`config.mk`:
```
export PLATFORM = sky130hd
export DESIGN_NAME = sigmoid_neuron_mac_top_flat
export DESIGN_NICKNAME = d
export VERILOG_FILES = /design/src/rtl/snm_pkg.sv /design/src/rtl/snm_if.sv /design/src/rtl/snm_front.sv /design/src/rtl/snm_queue.sv /design/src/rtl/snm_div.sv /design/src/rtl/snm_back.sv /design/src/rtl/sigmoid_neuron_mac_top.sv /design/src/flat_wrapper.sv
export SDC_FILE = /design/constraint.sdc
export NUM_CORES = 2
export LEC_CHECK = 0
export BUFFER_PORTS_ARGS = -buffer_cell sky130_fd_sc_hd__clkbuf_2
export CAP_MARGIN = 40
export CORE_ASPECT_RATIO = 0.8
export CORE_MARGIN = 3
export CORE_UTILIZATION = 66
export CTS_CLUSTER_DIAMETER = 200
export DETAILED_ROUTE_END_ITERATION = 10
export HOLD_SLACK_MARGIN = 0.06
export PLACE_DENSITY_LB_ADDON = 0.05
export SETUP_SLACK_MARGIN = 0.4
export SKIP_CTS_REPAIR_TIMING = 1
export SYNTH_ARGS = -nofsm -noshare
export SYNTH_HDL_FRONTEND = slang
export SYNTH_SLANG_ARGS = --single-unit
```
`constraint.sdc`:
```
create_clock -name clock -period 9.35 [get_ports clock]
set_input_delay 2.805 -clock clock [delete_from_list [all_inputs] [get_ports clock]]
set_output_delay 2.805 -clock clock [all_outputs]
set_load 0.1 [all_outputs]
```
`src/rtl/snm_pkg.sv`:
```
// Shared widths, constants and control structs for the sigmoid neuron MAC.
`default_nettype none

package snm_pkg;

   localparam int SNM_DATA_W   = 16;
   localparam int SNM_PROD_W   = 32;
   localparam int SNM_ACC_W    = 42;
   localparam int SNM_OUT_W    = 13;

   // Q1.12 value of 1.0
   localparam logic [SNM_OUT_W-1:0] SNM_ONE_Q12 = 13'd4096;

   // sigmoid grid: 256 intervals of 1/16 over [-8, 8), 2^20 LSBs of Q8.24 each
   localparam int SNM_GRID_POINTS = 256;
   localparam int SNM_GRID_SHIFT  = 20;
   localparam int SNM_ROM_DEPTH   = SNM_GRID_POINTS + 1;
   localparam int SNM_ROM_AW      = 9;
   localparam int SNM_ROM_MID     = 128;
   localparam int SNM_U_W         = 28;
   localparam logic signed [SNM_ACC_W-1:0] SNM_EIGHT_Q24 = 42'sd134217728;

   // exp(-1/16) in Q.30 and the Q.30 one
   localparam int SNM_Q30_W = 31;
   localparam logic [29:0] SNM_SIG_STEP = 30'd1008687096;
   localparam logic [SNM_Q30_W-1:0] SNM_ONE_Q30 = 31'h4000_0000;
   localparam int SNM_PM_W = 61;

   localparam int SNM_SEGMENTS_DEFAULT = 32;

   // result queue between the MAC front and the sigmoid back
   localparam int SNM_QUEUE_DEPTH = 4;
   localparam int SNM_QPTR_W      = 2;
   localparam int SNM_QCNT_W      = 3;

   // shared divider
   localparam int SNM_DIVIDEND_W = 43;
   localparam int SNM_DIVISOR_W  = 32;
   localparam int SNM_QUO_W      = 13;
   localparam int SNM_DCNT_W     = 4;

   typedef struct packed {
      logic                        valid;
      logic signed [SNM_ACC_W-1:0] sum;
   } snm_push_type;

   typedef struct packed {
      logic [SNM_QCNT_W-1:0]       count;
      logic                        empty;
      logic signed [SNM_ACC_W-1:0] head;
   } snm_qstat_type;

   typedef struct packed {
      logic                      start;
      logic [SNM_DIVIDEND_W-1:0] dividend;
      logic [SNM_DIVISOR_W-1:0]  divisor;
   } snm_div_req_type;

   typedef struct packed {
      logic                 busy;
      logic                 done;
      logic [SNM_QUO_W-1:0] quotient;
   } snm_div_rsp_type;

endpackage

`default_nettype wire

```
`src/rtl/snm_if.sv`:
```
// Valid/ready channel interfaces for request and response words.
`default_nettype none

interface snm_req_if;
   import snm_pkg::*;
   logic                         valid;
   logic                         ready;
   logic signed [SNM_DATA_W-1:0] activation;
   logic signed [SNM_DATA_W-1:0] weight;
   logic                         last;

   modport source (output valid, output activation, output weight, output last, input ready);
   modport sink   (input valid, input activation, input weight, input last, output ready);
endinterface

interface snm_rsp_if;
   import snm_pkg::*;
   logic                 valid;
   logic                 ready;
   logic [SNM_OUT_W-1:0] neuron_value;

   modport source (output valid, output neuron_value, input ready);
   modport sink   (input valid, input neuron_value, output ready);
endinterface

`default_nettype wire

```
`src/rtl/snm_front.sv`:
```
// Front end: multiply-accumulate with saturation, pushes finished sums to the queue.
`default_nettype none

module snm_front
   import snm_pkg::*;
(
   input  logic          clock,
   input  logic          reset,
   snm_req_if.sink       req,
   input  snm_qstat_type qstat,
   output snm_push_type  push
);

   logic                         s1_vld_ff, s1_vld_in;
   logic                         s1_last_ff, s1_last_in;
   logic signed [SNM_PROD_W-1:0] s1_prod_ff, s1_prod_in;
   logic signed [SNM_ACC_W-1:0]  acc_ff, acc_in;
   logic signed [SNM_ACC_W:0]    sum_wide;
   logic signed [SNM_ACC_W-1:0]  sum_sat;
   logic                         pend;
   logic                         accept;

   // a last word in stage 1 still needs a queue slot
   assign pend      = s1_vld_ff & s1_last_ff;
   assign req.ready = ({1'b0, qstat.count} + {{SNM_QCNT_W{1'b0}}, pend})
                      < (SNM_QCNT_W+1)'(SNM_QUEUE_DEPTH);
   assign accept    = req.valid & req.ready;

   always_comb begin
      s1_vld_in  = accept;
      s1_last_in = req.last;
      s1_prod_in = SNM_PROD_W'(req.activation * req.weight);

      sum_wide = {acc_ff[SNM_ACC_W-1], acc_ff}
                 + {{(SNM_ACC_W+1-SNM_PROD_W){s1_prod_ff[SNM_PROD_W-1]}}, s1_prod_ff};
      case (sum_wide[SNM_ACC_W:SNM_ACC_W-1])
         2'b01:   sum_sat = {1'b0, {(SNM_ACC_W-1){1'b1}}};
         2'b10:   sum_sat = {1'b1, {(SNM_ACC_W-1){1'b0}}};
         default: sum_sat = sum_wide[SNM_ACC_W-1:0];
      endcase

      acc_in = acc_ff;
      if (s1_vld_ff) begin
         acc_in = s1_last_ff ? '0 : sum_sat;
      end

      push.valid = pend;
      push.sum   = sum_sat;
   end

   always_ff @(posedge clock) begin
      if (reset) begin
         s1_vld_ff <= 1'b0;
         acc_ff    <= '0;
      end else begin
         s1_vld_ff <= s1_vld_in;
         acc_ff    <= acc_in;
      end
      s1_last_ff <= s1_last_in;
      s1_prod_ff <= s1_prod_in;
   end

endmodule

`default_nettype wire

```
`src/rtl/snm_queue.sv`:
```
// Short FIFO of finished weighted sums between front and back.
`default_nettype none

module snm_queue
   import snm_pkg::*;
(
   input  logic          clock,
   input  logic          reset,
   input  snm_push_type  push,
   input  logic          pop,
   output snm_qstat_type qstat
);

   logic signed [SNM_ACC_W-1:0] mem_ff [SNM_QUEUE_DEPTH];
   logic [SNM_QPTR_W-1:0]       wr_ptr_ff, wr_ptr_in;
   logic [SNM_QPTR_W-1:0]       rd_ptr_ff, rd_ptr_in;
   logic [SNM_QCNT_W-1:0]       count_ff, count_in;

   always_comb begin
      wr_ptr_in = push.valid ? wr_ptr_ff + 1'b1 : wr_ptr_ff;
      rd_ptr_in = pop ? rd_ptr_ff + 1'b1 : rd_ptr_ff;
      count_in  = count_ff + {{(SNM_QCNT_W-1){1'b0}}, push.valid}
                  - {{(SNM_QCNT_W-1){1'b0}}, pop};
      qstat.count = count_ff;
      qstat.empty = (count_ff == '0);
      qstat.head  = mem_ff[rd_ptr_ff];
   end

   always_ff @(posedge clock) begin
      if (reset) begin
         wr_ptr_ff <= '0;
         rd_ptr_ff <= '0;
         count_ff  <= '0;
      end else begin
         wr_ptr_ff <= wr_ptr_in;
         rd_ptr_ff <= rd_ptr_in;
         count_ff  <= count_in;
      end
      if (push.valid) begin
         mem_ff[wr_ptr_ff] <= push.sum;
      end
   end

endmodule

`default_nettype wire

```
`src/rtl/snm_div.sv`:
```
// Shared restoring divider, one quotient bit per cycle, 13-bit quotient.
`default_nettype none

module snm_div
   import snm_pkg::*;
(
   input  logic            clock,
   input  logic            reset,
   input  snm_div_req_type div_req,
   output snm_div_rsp_type div_rsp
);

   localparam int TW = SNM_DIVIDEND_W + 2;

   logic [SNM_DIVIDEND_W-1:0] rem_ff, rem_in;
   logic [SNM_DIVISOR_W-1:0]  dvs_ff, dvs_in;
   logic [SNM_QUO_W-1:0]      quo_ff, quo_in;
   logic [SNM_DCNT_W-1:0]     cnt_ff, cnt_in;
   logic                      busy_ff, busy_in;
   logic                      done_ff, done_in;
   logic [TW-1:0]             trial;

   always_comb begin
      trial   = {2'b00, rem_ff} - ({{(TW-SNM_DIVISOR_W){1'b0}}, dvs_ff} << cnt_ff);
      rem_in  = rem_ff;
      dvs_in  = dvs_ff;
      quo_in  = quo_ff;
      cnt_in  = cnt_ff;
      busy_in = busy_ff;
      done_in = 1'b0;
      if (div_req.start) begin
         rem_in  = div_req.dividend;
         dvs_in  = div_req.divisor;
         quo_in  = '0;
         cnt_in  = SNM_DCNT_W'(SNM_QUO_W - 1);
         busy_in = 1'b1;
      end else if (busy_ff) begin
         if (!trial[TW-1]) begin
            rem_in         = trial[SNM_DIVIDEND_W-1:0];
            quo_in[cnt_ff] = 1'b1;
         end
         if (cnt_ff == '0) begin
            busy_in = 1'b0;
            done_in = 1'b1;
         end else begin
            cnt_in = cnt_ff - 1'b1;
         end
      end
      div_rsp.busy     = busy_ff;
      div_rsp.done     = done_ff;
      div_rsp.quotient = quo_ff;
   end

   always_ff @(posedge clock) begin
      if (reset) begin
         busy_ff <= 1'b0;
         done_ff <= 1'b0;
      end else begin
         busy_ff <= busy_in;
         done_ff <= done_in;
      end
      rem_ff <= rem_in;
      dvs_ff <= dvs_in;
      quo_ff <= quo_in;
      cnt_ff <= cnt_in;
   end

endmodule

`default_nettype wire

```
`src/rtl/snm_back.sv`:
```
// Back end: builds the sigmoid table after reset, then evaluates one sum at a time.
`default_nettype none

module snm_back
   import snm_pkg::*;
#(
   parameter int SIGMOID_SEGMENTS = SNM_SEGMENTS_DEFAULT
)
(
   input  logic            clock,
   input  logic            reset,
   input  snm_qstat_type   qstat,
   output logic            q_pop,
   output snm_div_req_type div_req,
   input  snm_div_rsp_type div_rsp,
   snm_rsp_if.source       rsp
);

   localparam int BW  = $clog2(SIGMOID_SEGMENTS + 1);
   localparam int KPW = 9 + BW;

   typedef enum logic [11:0] {
      ST_B_DIV  = 12'b0000_0000_0001,
      ST_B_WAIT = 12'b0000_0000_0010,
      ST_B_WR   = 12'b0000_0000_0100,
      ST_B_MIR  = 12'b0000_0000_1000,
      ST_B_MUL  = 12'b0000_0001_0000,
      ST_B_RND  = 12'b0000_0010_0000,
      ST_IDLE   = 12'b0000_0100_0000,
      ST_CLASS  = 12'b0000_1000_0000,
      ST_READ   = 12'b0001_0000_0000,
      ST_MUL    = 12'b0010_0000_0000,
      ST_DIV    = 12'b0100_0000_0000,
      ST_DONE   = 12'b1000_0000_0000
   } snm_state_type;

   snm_state_type state_ff, state_in;

   // breakpoint grid indices
   logic [SNM_ROM_AW-1:0] bkpt_tab [SIGMOID_SEGMENTS+1];
   for (genvar kk = 0; kk <= SIGMOID_SEGMENTS; kk++) begin : g_bkpt
      localparam int Bp = (kk * SNM_GRID_POINTS) / SIGMOID_SEGMENTS;
      assign bkpt_tab[kk] = SNM_ROM_AW'(Bp);
   end

   logic [SNM_OUT_W-1:0] rom_mem [SNM_ROM_DEPTH];
   logic                 rom_we;
   logic [SNM_ROM_AW-1:0] rom_waddr;
   logic [SNM_OUT_W-1:0] rom_wdata;
   logic [SNM_ROM_AW-1:0] rd_addr_a;
   logic [SNM_OUT_W-1:0] rd_a_ff, rd_b_ff;

   logic [SNM_Q30_W-1:0] p_ff, p_in;
   logic [SNM_PM_W-1:0]  pm_ff, pm_in;
   logic [SNM_PM_W-1:0]  pm_rnd;
   logic [7:0]           i_ff, i_in;
   logic [SNM_DIVISOR_W-1:0]  b_den;
   logic [SNM_DIVIDEND_W-1:0] b_num;

   logic signed [SNM_ACC_W-1:0] s_ff, s_in;
   logic signed [SNM_ACC_W-1:0] u_full;
   logic                 hi_ff, hi_in, lo_ff, lo_in;
   logic [SNM_U_W-1:0]   u_ff, u_in;
   logic [SNM_ROM_AW-1:0] bl_ff, bl_in, br_ff, br_in;
   logic [8:0]           g1;
   logic [KPW-1:0]       kp;
   logic [BW:0]          k_full;
   logic [BW-1:0]        k, k1;
   logic [SNM_ROM_AW+SNM_GRID_SHIFT-1:0] dx_full;
   logic [SNM_OUT_W-1:0] dy;

   logic [SNM_OUT_W-1:0] res_ff, res_in;
   logic                 out_vld_ff, out_vld_in;
   logic [SNM_OUT_W-1:0] out_val_ff, out_val_in;

   always_comb begin
      // table build arithmetic
      b_den  = {1'b0, SNM_ONE_Q30} + {1'b0, p_ff};
      b_num  = {1'b1, {(SNM_DIVIDEND_W-1){1'b0}}}
               + {{(SNM_DIVIDEND_W-SNM_DIVISOR_W+1){1'b0}}, b_den[SNM_DIVISOR_W-1:1]};
      pm_rnd = pm_ff + (SNM_PM_W'(1) << 29);

      // classification of the sum
      u_full = s_ff + SNM_EIGHT_Q24;
      g1     = {1'b0, u_full[SNM_U_W-1:SNM_GRID_SHIFT]} + 9'd1;
      kp     = KPW'(g1) * KPW'(SIGMOID_SEGMENTS) + KPW'(SNM_GRID_POINTS - 1);
      k_full = kp[KPW-1:8] - (BW+1)'(1);
      k      = k_full[BW-1:0];
      k1     = k + BW'(1);

      // interpolation terms
      dx_full = {1'b0, u_ff} - {bl_ff, {SNM_GRID_SHIFT{1'b0}}};
      dy      = rd_b_ff - rd_a_ff;

      if (hi_ff) begin
         rd_addr_a = SNM_ROM_AW'(SNM_GRID_POINTS);
      end else if (lo_ff) begin
         rd_addr_a = '0;
      end else begin
         rd_addr_a = bl_ff;
      end

      state_in   = state_ff;
      p_in       = p_ff;
      pm_in      = pm_ff;
      i_in       = i_ff;
      s_in       = s_ff;
      hi_in      = hi_ff;
      lo_in      = lo_ff;
      u_in       = u_ff;
      bl_in      = bl_ff;
      br_in      = br_ff;
      res_in     = res_ff;
      out_vld_in = out_vld_ff & ~rsp.ready;
      out_val_in = out_val_ff;
      q_pop      = 1'b0;
      rom_we     = 1'b0;
      rom_waddr  = SNM_ROM_AW'(SNM_ROM_MID) + {1'b0, i_ff};
      rom_wdata  = res_ff;
      div_req.start    = 1'b0;
      div_req.dividend = b_num;
      div_req.divisor  = b_den;

      unique case (state_ff)
         ST_B_DIV: begin
            div_req.start = 1'b1;
            state_in      = ST_B_WAIT;
         end
         ST_B_WAIT: begin
            if (div_rsp.done) begin
               res_in   = div_rsp.quotient;
               state_in = ST_B_WR;
            end
         end
         ST_B_WR: begin
            rom_we   = 1'b1;
            state_in = ST_B_MIR;
         end
         ST_B_MIR: begin
            rom_we    = (i_ff != '0);
            rom_waddr = SNM_ROM_AW'(SNM_ROM_MID) - {1'b0, i_ff};
            rom_wdata = SNM_ONE_Q12 - res_ff;
            state_in  = ST_B_MUL;
         end
         ST_B_MUL: begin
            pm_in    = SNM_PM_W'(p_ff) * SNM_PM_W'(SNM_SIG_STEP);
            state_in = ST_B_RND;
         end
         ST_B_RND: begin
            p_in = pm_rnd[SNM_Q30_W+29:30];
            if (i_ff == 8'(SNM_ROM_MID)) begin
               state_in = ST_IDLE;
            end else begin
               i_in     = i_ff + 1'b1;
               state_in = ST_B_DIV;
            end
         end
         ST_IDLE: begin
            if (!qstat.empty) begin
               q_pop    = 1'b1;
               s_in     = qstat.head;
               state_in = ST_CLASS;
            end
         end
         ST_CLASS: begin
            hi_in    = (s_ff >= SNM_EIGHT_Q24);
            lo_in    = (s_ff < -SNM_EIGHT_Q24);
            u_in     = u_full[SNM_U_W-1:0];
            bl_in    = bkpt_tab[k];
            br_in    = bkpt_tab[k1];
            state_in = ST_READ;
         end
         ST_READ: begin
            state_in = ST_MUL;
         end
         ST_MUL: begin
            if (hi_ff || lo_ff) begin
               res_in   = rd_a_ff;
               state_in = ST_DONE;
            end else begin
               div_req.start    = 1'b1;
               div_req.dividend = SNM_DIVIDEND_W'(dy * dx_full[SNM_U_W-1:0]);
               div_req.divisor  = SNM_DIVISOR_W'({br_ff - bl_ff, {SNM_GRID_SHIFT{1'b0}}});
               state_in         = ST_DIV;
            end
         end
         ST_DIV: begin
            if (div_rsp.done) begin
               res_in   = rd_a_ff + div_rsp.quotient;
               state_in = ST_DONE;
            end
         end
         ST_DONE: begin
            if (!out_vld_ff || rsp.ready) begin
               out_vld_in = 1'b1;
               out_val_in = res_ff;
               state_in   = ST_IDLE;
            end
         end
         default: state_in = ST_B_DIV;
      endcase

      rsp.valid        = out_vld_ff;
      rsp.neuron_value = out_val_ff;
   end

   always_ff @(posedge clock) begin
      if (rom_we) begin
         rom_mem[rom_waddr] <= rom_wdata;
      end
      rd_a_ff <= rom_mem[rd_addr_a];
      rd_b_ff <= rom_mem[br_ff];
   end

   always_ff @(posedge clock) begin
      if (reset) begin
         state_ff   <= ST_B_DIV;
         p_ff       <= SNM_ONE_Q30;
         i_ff       <= '0;
         out_vld_ff <= 1'b0;
      end else begin
         state_ff   <= state_in;
         p_ff       <= p_in;
         i_ff       <= i_in;
         out_vld_ff <= out_vld_in;
      end
      pm_ff      <= pm_in;
      s_ff       <= s_in;
      hi_ff      <= hi_in;
      lo_ff      <= lo_in;
      u_ff       <= u_in;
      bl_ff      <= bl_in;
      br_ff      <= br_in;
      res_ff     <= res_in;
      out_val_ff <= out_val_in;
   end

endmodule

`default_nettype wire

```
`src/rtl/sigmoid_neuron_mac_top.sv`:
```
// Top level of the sigmoid neuron MAC: front, queue, back and shared divider.
//
//   channel   dir  handshake     word
//   req_chan  in   valid/ready   activation, weight, last
//   rsp_chan  out  valid/ready   neuron_value
//
// The front takes one word per cycle while the queue has room (one 16x16
// multiply, one 42-bit add). A sum inside [-8, 8) is evaluated by the back
// through the 13-step divider; one outside it takes the table end value.
// Four sums can wait in the queue. After reset the back builds its 257-entry
// table in 129 steps; words are taken meanwhile until the queue fills.
// A stalled response holds in the output register while the back moves on.
`default_nettype none

module sigmoid_neuron_mac_top
   import snm_pkg::*;
#(
   parameter int SIGMOID_SEGMENTS = SNM_SEGMENTS_DEFAULT
)
(
   input logic        clock,
   input logic        reset,
   snm_req_if.sink    req_chan,
   snm_rsp_if.source  rsp_chan
);

   snm_push_type    push;
   snm_qstat_type   qstat;
   logic            q_pop;
   snm_div_req_type div_req;
   snm_div_rsp_type div_rsp;

   snm_front u_front (
      .clock (clock),
      .reset (reset),
      .req   (req_chan),
      .qstat (qstat),
      .push  (push)
   );

   snm_queue u_queue (
      .clock (clock),
      .reset (reset),
      .push  (push),
      .pop   (q_pop),
      .qstat (qstat)
   );

   snm_div u_div (
      .clock   (clock),
      .reset   (reset),
      .div_req (div_req),
      .div_rsp (div_rsp)
   );

   snm_back #(
      .SIGMOID_SEGMENTS (SIGMOID_SEGMENTS)
   ) u_back (
      .clock   (clock),
      .reset   (reset),
      .qstat   (qstat),
      .q_pop   (q_pop),
      .div_req (div_req),
      .div_rsp (div_rsp),
      .rsp     (rsp_chan)
   );

   a_queue_no_overflow: assert property (@(posedge clock) disable iff (reset)
      push.valid |-> (qstat.count != SNM_QCNT_W'(SNM_QUEUE_DEPTH)) || q_pop)
      else $error("queue overflow");

   a_div_no_restart: assert property (@(posedge clock) disable iff (reset)
      div_req.start |-> !div_rsp.busy)
      else $error("divider started while busy");

   a_value_range: assert property (@(posedge clock) disable iff (reset)
      rsp_chan.valid |-> (rsp_chan.neuron_value <= SNM_ONE_Q12))
      else $error("neuron value above 1.0");

endmodule

`default_nettype wire

```
`src/flat_wrapper.sv`:
```
// flat-port wrapper written by rule: the top's interface ports become plain ports
module sigmoid_neuron_mac_top_flat import snm_pkg::*;
#(
   parameter int SIGMOID_SEGMENTS = SNM_SEGMENTS_DEFAULT
)
  (clock, reset, req_chan_valid, req_chan_activation, req_chan_weight, req_chan_last, req_chan_ready, rsp_chan_valid, rsp_chan_neuron_value, rsp_chan_ready);
  snm_req_if req_chan_i ();
  snm_rsp_if rsp_chan_i ();
  input logic clock;
  input logic reset;
  input wire logic [$bits(req_chan_i.valid)-1:0] req_chan_valid;
  input wire logic [$bits(req_chan_i.activation)-1:0] req_chan_activation;
  input wire logic [$bits(req_chan_i.weight)-1:0] req_chan_weight;
  input wire logic [$bits(req_chan_i.last)-1:0] req_chan_last;
  output wire logic [$bits(req_chan_i.ready)-1:0] req_chan_ready;
  output wire logic [$bits(rsp_chan_i.valid)-1:0] rsp_chan_valid;
  output wire logic [$bits(rsp_chan_i.neuron_value)-1:0] rsp_chan_neuron_value;
  input wire logic [$bits(rsp_chan_i.ready)-1:0] rsp_chan_ready;
  assign req_chan_i.valid = req_chan_valid;
  assign req_chan_i.activation = req_chan_activation;
  assign req_chan_i.weight = req_chan_weight;
  assign req_chan_i.last = req_chan_last;
  assign req_chan_ready = req_chan_i.ready;
  assign rsp_chan_valid = rsp_chan_i.valid;
  assign rsp_chan_neuron_value = rsp_chan_i.neuron_value;
  assign rsp_chan_i.ready = rsp_chan_ready;
  sigmoid_neuron_mac_top #(.SIGMOID_SEGMENTS(SIGMOID_SEGMENTS)) u_core (.clock(clock), .reset(reset), .req_chan(req_chan_i), .rsp_chan(rsp_chan_i));
endmodule
```
== After elaboration in Yosys (flattened, before gate mapping) ==
Memories as Yosys holds them, arrays and structs flattened. A register that Yosys moved wholly into a read port is not among the register bits.
Index checks and enable logic that the tools add are counted.

* Reduce and logical (&&, ||, !) cells: 18
* Shift operators: 1
* Magnitude comparators: 5
* Bitwise logic cells: 12
* Equal/unequal tests: 21
* Add/sub/neg operators: 24
* Multiply operators: 3
* Mux-type cells: 38

{| class="wikitable"
|+ Operator list
! operator !! number
|-
| $pmux W12 S12 || 1
|-
| $mux W43 || 3
|-
| $pmux W42 S2 || 1
|-
| $mux W76 || 1
|-
| $mux W75 || 1
|-
| $add A61 B30 Y61 const B || 1
|-
| $mux W12 || 5
|-
| $mul A31 B27 Y58 const B || 1
|-
| $mux W13 || 4
|-
| $shl A32 B4 Y45 || 1
|-
| $sub A43 B45 Y45 || 1
|-
| $add A42 B32 Y43 || 1
|-
| $add A43 B31 Y43 const A || 1
|-
| $ge A42 B29 Y1 const B || 1
|-
| $lt A42 B28 Y1 const B || 1
|-
| $mux W42 || 1
|-
| $mul A13 B28 Y41 || 1
|-
| $pmux W13 S3 || 1
|-
| $add A31 B31 Y32 const A || 1
|-
| $mul A16 B16 Y32 || 1
|-
| $add A28 B28 Y28 const B || 1
|-
| $sub A28 B28 Y28 || 1
|-
| $mux W9 || 3
|-
| $add A14 B8 Y14 const B || 1
|-
| other kinds (54) || 87
|}

* ROM bits: 1152
* RAM bits: 3509
* Bits of input ports: 37
* Memories kept: 4
* Logic and storage cells: 149
* Flip-flop bits (word level): 343
* Output and inout bits: 15

{| class="wikitable"
|+ Memories
! memory !! depth !! width !! rd ports !! clocked after memory_dff !! write ports !! RTL line !! source
|-
| u_core.u_back.rom_mem || 257 || 13 || 2 || 2 || 1 || snm_back.sv:46 || <nowiki>logic [SNM_OUT_W-1:0] rom_mem [SNM_ROM_DEPTH];</nowiki>
|-
| (name not given) || 64 || 9 || 1 || 1 || 0 || snm_back.sv:170 || <nowiki>br_in = bkpt_tab[k1];</nowiki>
|-
| (name not given) || 64 || 9 || 1 || 1 || 0 || snm_back.sv:169 || <nowiki>bl_in = bkpt_tab[k];</nowiki>
|-
| u_core.u_queue.mem_ff || 4 || 42 || 1 || 1 || 1 || snm_queue.sv:14 || <nowiki>logic signed [SNM_ACC_W-1:0] mem_ff [SNM_QUEUE_DEPTH];</nowiki>
|}

== Depth between registers and ports, before layout ==
* Depth after elaboration: 6
* Mapped depth: 35

== Cells and area by module ==
Synthesis repeated with hierarchy kept, for this count alone.

* Cells, all modules: 7730
* Area total of the unflattened synthesis: 85951.2 um^2

{| class="wikitable"
|+ Modules (own cells, without submodules)
! module !! area an instance (um^2) !! cells each !! seq. area each (um^2) !! instances
|-
| snm_back || 57182.3 || 4978 || 18707.9 || 1
|-
| snm_front || 14849.2 || 1681 || 1521.5 || 1
|-
| snm_div || 7377.1 || 810 || 2632.5 || 1
|-
| snm_queue || 6542.5 || 261 || 5225.0 || 1
|}

== Worst setup path after synthesis ==
No wires, ideal clock.

* Path kind: input port to flip-flop
* Start point: in req_chan_activation[10]
* End point: reg u_core.u_front.s1_prod_ff[30]
* Setup time: 0.072 ns
* Arrival time: 8.483 ns
* Stages: 24
* Setup slack: 0.795 ns
* Cell sequence: clkbuf_1 > nand2_1 > fa_1 > inv_1 > fa_1 > inv_1 > fa_1 > fa_1 > inv_1 > fa_1 > inv_1 > fa_1 > inv_1 > ha_1 > a21o_1 > a21o_1 > a21oi_1 > o21a_1 > a21boi_0 > and2_1 > o41a_1 > a21o_1 > a21oi_1 > xnor2_1

* Word-level cells in the longest chain between the ends: 1

{| class="wikitable"
|+ Ends and longest elaborated chain
! what !! RTL line !! source
|-
| start, declared || flat_wrapper.sv:12 || <nowiki>input wire logic [$bits(req_chan_i.activation)-1:0] req_chan_activation;</nowiki>
|-
| $mul A16 B16 Y32 || snm_front.sv:32 || <nowiki>s1_prod_in = SNM_PROD_W'(req.activation * req.weight);</nowiki>
|-
| named net u_core.u_front.s1_prod_in[30] || snm_front.sv:16 || <nowiki>logic signed [SNM_PROD_W-1:0] s1_prod_ff, s1_prod_in;</nowiki>
|-
| end signal, assigned || snm_front.sv:60 || <nowiki>s1_prod_ff <= s1_prod_in;</nowiki>
|-
| end, declared || snm_front.sv:16 ||
|}

The timed path passes the listed nets, and every way through them passes these cells.
A chain may end at the register's enable or synchronous reset.

== Worst setup path after layout ==
* Start point: reg u_core.u_back.rd_a_ff[0], read port of u_core.u_back.rom_mem
* End point: reg u_core.u_div.rem_ff[40], data pin

* Word-level cells in the longest chain between the ends: 5

{| class="wikitable"
|+ Ends and longest elaborated chain
! what !! RTL line !! source
|-
| start, declared || snm_back.sv:51 || <nowiki>logic [SNM_OUT_W-1:0] rd_a_ff, rd_b_ff;</nowiki>
|-
| $sub A13 B13 Y13 || snm_back.sv:93 || <nowiki>dy = rd_b_ff - rd_a_ff;</nowiki>
|-
| $mul A13 B28 Y41 || snm_back.sv:182 || <nowiki>div_req.dividend = SNM_DIVIDEND_W'(dy * dx_full[SNM_U_W-1:0]);</nowiki>
|-
| $mux W76 || snm_back.sv:177 || <nowiki>if (hi_ff || lo_ff) begin</nowiki>
|-
| $mux W75 || snm_back.sv:124 || <nowiki>unique case (state_ff)</nowiki>
|-
| $mux W43 || snm_div.sv:31 || <nowiki>if (div_req.start) begin</nowiki>
|-
| named net u_core.u_div.rem_in[40] || snm_div.sv:15 || <nowiki>logic [SNM_DIVIDEND_W-1:0] rem_ff, rem_in;</nowiki>
|-
| end signal, assigned || snm_div.sv:62 || <nowiki>rem_ff <= rem_in;</nowiki>
|-
| end, declared || snm_div.sv:15 ||
|}

The timed path passes the listed nets, and every way through them passes these cells.

==> results.sh <==
export IMPL_crit_fanout=9
export IMPL_clk_latency_ns=0.75
export IMPL_vias=58700
export IMPL_rows=116
export IMPL_grt_pass1_vias=59300
export IMPL_die_width_um=406
export IMPL_drt_iter0_drc=6477
export IMPL_syn_area_um2=84700
export IMPL_vias_per_cell=6.33
export IMPL_initial_core_util=0.671
export IMPL_cts_buffer_depth=3
export IMPL_drive_gt1_frac=0.116
export IMPL_max_freq_mhz=119
export IMPL_max_slew_margin=0.314
export IMPL_nets=9115
export IMPL_drv_slew=0
export IMPL_clock_sinks=994
export IMPL_cp_end_kind="register"
export IMPL_period_share=0.901
export IMPL_io_buffers=51
export IMPL_finalHoldViolations=0
export IMPL_drt_pass1_iter_count=6
export IMPL_final_setup_tns_ns=0
export IMPL_hold_path_class="reg2reg"
export IMPL_ys_seq_area_frac=0.331
export IMPL_synth_ff_type="edfxtp_1"
export IMPL_critPathMaxStageDelay_ns=0.57
export IMPL_grt_overflow=0
export IMPL_power_density_nw_per_um2=239
export IMPL_crit_path_frequent_cell="fa_1"
export IMPL_core_area_um2=126000
export IMPL_rsz0062_at_grt="false"
export IMPL_cap_violations=0
export IMPL_antenna_found_initial=11
export IMPL_synth_enable_flop_cells=814
export IMPL_netlist_area_leader_share=0.289
export IMPL_yosys_warnings=0
export IMPL_irDropWorstVdd_mv=0.619
export IMPL_utilization=0.724
export IMPL_dp_slack_ns=0.400
export IMPL_cts_buffers=101
export IMPL_critPathKind="reg2reg"
export IMPL_fp_dieArea_um2=133000
export IMPL_synth_cell_types=104
export IMPL_synth_top_area_cell="edfxtp_1"
export IMPL_ys_seq_elements=994
export IMPL_power_leakage_nw=39.8
export IMPL_power_mw=21.9
export IMPL_synth_area_top_cells="edfxtp_1 29%, fa_1 22%, ha_1 8.8%"
export IMPL_drc=0
export IMPL_routabilityCongestion=0.968
export IMPL_hpwlAfterDp_um=174000
export IMPL_setup_ws_ns=0.929
export IMPL_fin_crit_ns=8.42
export IMPL_setup_viol=0
export IMPL_grtUsageTotal=0.354
export IMPL_cts_tree="done"
export IMPL_cp_data_arrival_time_ns=8.87
export IMPL_die_h_um=326
export IMPL_nFillCells=8970
export IMPL_status="complete, no violations"
export IMPL_area_growth_pct=7.97
export IMPL_grt_first_pass_wirelength_um=355000
export IMPL_h_tree_depth=3
export IMPL_crit_required_ns=9.80
export IMPL_synth_nets=9091
export IMPL_worst_pin_slew_ns=1.02
export IMPL_cp_start_kind="register"
export IMPL_grt_max_degree=106
export IMPL_wl_um=228000
export IMPL_cp_slowest_cell="fa_1"
export IMPL_cts_root_buf="clkbuf_16"
export IMPL_clk_pin_slew_ns=0.06
export IMPL_antenna_left=0
export IMPL_skew_ns=0.0549
export IMPL_io_pins=52
export IMPL_wl_per_cell_um=24.6
export IMPL_synth_cells=7518
export IMPL_syn_area_per_cell_um2=11.3
export IMPL_ys_async_sr_fraction=0
[final timing paths]
check	to	slack, ns	cells after the start	startpoint
max reg2reg	u_core.u_div.rem_ff[40]	0.93	31	u_core.u_back.rd_a_ff[0]
min	u_core.u_back.u_ff[9]	0.42	0	u_core.u_back.s_ff[9]
max	u_core.u_div.rem_ff[40]	0.93	31	u_core.u_back.rd_a_ff[0]
min reg2reg	u_core.u_back.u_ff[9]	0.42	0	u_core.u_back.s_ff[9]
[registers in the layout (all words and copies together) (netlist names), 28 cells and up]
signal                     cells
u_core.u_back.u_ff            28
u_core.u_back.rom_mem        429
u_core.u_front.acc_ff         42
u_core.u_div.dvs_ff           32
u_core.u_back.s_ff            42
u_core.u_queue.mem_ff        168
u_core.u_div.rem_ff           43
u_core.u_back.p_ff            31
u_core.u_back.pm_ff           32
u_core.u_front.s1_prod_ff     32
[cell usage in the layout, fill, tap and decap left out, types with 59 or more instances in the layout]
cell type,synthesis,final
o21ai_0,186,182
nand3_1,81,81
buf_4,1,127
inv_1,1216,1216
xor2_1,100,94
nor3_1,61,59
a21o_1,108,108
mux4_2,243,243
nand2_1,734,729
edfxtp_1,814,814
mux2_2,112,112
clkbuf_16,0,102
nand2b_1,77,77
a21oi_1,272,271
xnor2_1,169,157
o22ai_1,69,69
ha_1,594,594
a211oi_1,91,91
and2_1,218,218
fa_1,942,942
nor2_1,350,312
dfxtp_1,180,175
nor2b_1,61,61
[power by group]
part	total [mW]	switching [mW]	leakage (nW)	internal, mW
sequential	6.00	0.196	8.88	5.80
combinational	11.6	7.15	29.2	4.41
clock	4.31	1.86	1.70	2.45
[synth_stat cells (180+ instances only)]
master / n
a21oi_1: 272
and2_1: 218
clkbuf_1: 259
dfxtp_1: 180
edfxtp_1: 814
fa_1: 942
ha_1: 594
inv_1: 1216
mux4_2: 243
nand2_1: 734
nor2_1: 350
o21ai_0: 186
[critical path, delay by kind of cell (launching register included)]
family,cells,cell delay [ns]
flip-flops,1,0.34
adder cells (fa/ha/maj),8,3.66
AO/OA/AOI/OAI,14,2.62
XOR/XNOR,2,0.34
AND/OR/NAND/NOR,4,0.89
buffers and inverters,3,0.31
[metrics by stage]
stage	hold slack (ns)	area (um^2)	std cells
6_report	0.422	91400	9280
5_1_grt	0.424	91400	9279
4_1_cts	0.420	91300	9271
3_5_place_dp	0.405	87800	9083
3_3_place_gp	0.401	87000	9033
2_1_floorplan	0.400	84700	7518
[metal layers]
layer  part of all wire  wire length, um  track usage  vias up
li1                   -                -            -    25500
met1               0.42            95300        0.540    29500
met2               0.43            98000        0.512     3301
met3               0.13            28600       0.0903      445
met4              0.028             6320       0.0897        6
met5            0.00019               44            0        -
[cell type report]
| type | instances | area [um^2] | share of cell area |
|---|---|---|---|
| repair buffers | 229 | 2000 | 0.0218 |
| clock inverters | 60 | 801 | 0.00876 |
| diodes | 1 | 2.50 | 0.0000274 |
| multi-input cells | 4999 | 51200 | 0.560 |
| clock buffers | 128 | 2710 | 0.0296 |
| flip-flops and latches | 994 | 28100 | 0.307 |
| inverters | 1217 | 4570 | 0.0500 |
| well taps | 1652 | 2070 | 0.0226 |
[cells by family (layout without fill, tap and decap cells)]
logic type,after synthesis,after routing,synth area share
DFF,994,994,0.331
adders and majority gates,1536,1536,0.311
AOI/OAI and AO/OA,1045,1045,0.0811
and+or+nand+nor,1751,1751,0.0969
buffers and inverters,1525,1634,0.0679
other,0,1,0
xor gates and xnor gates,269,269,0.0278
muxes,398,398,0.0846
Power figures use the tool's default switching activity.
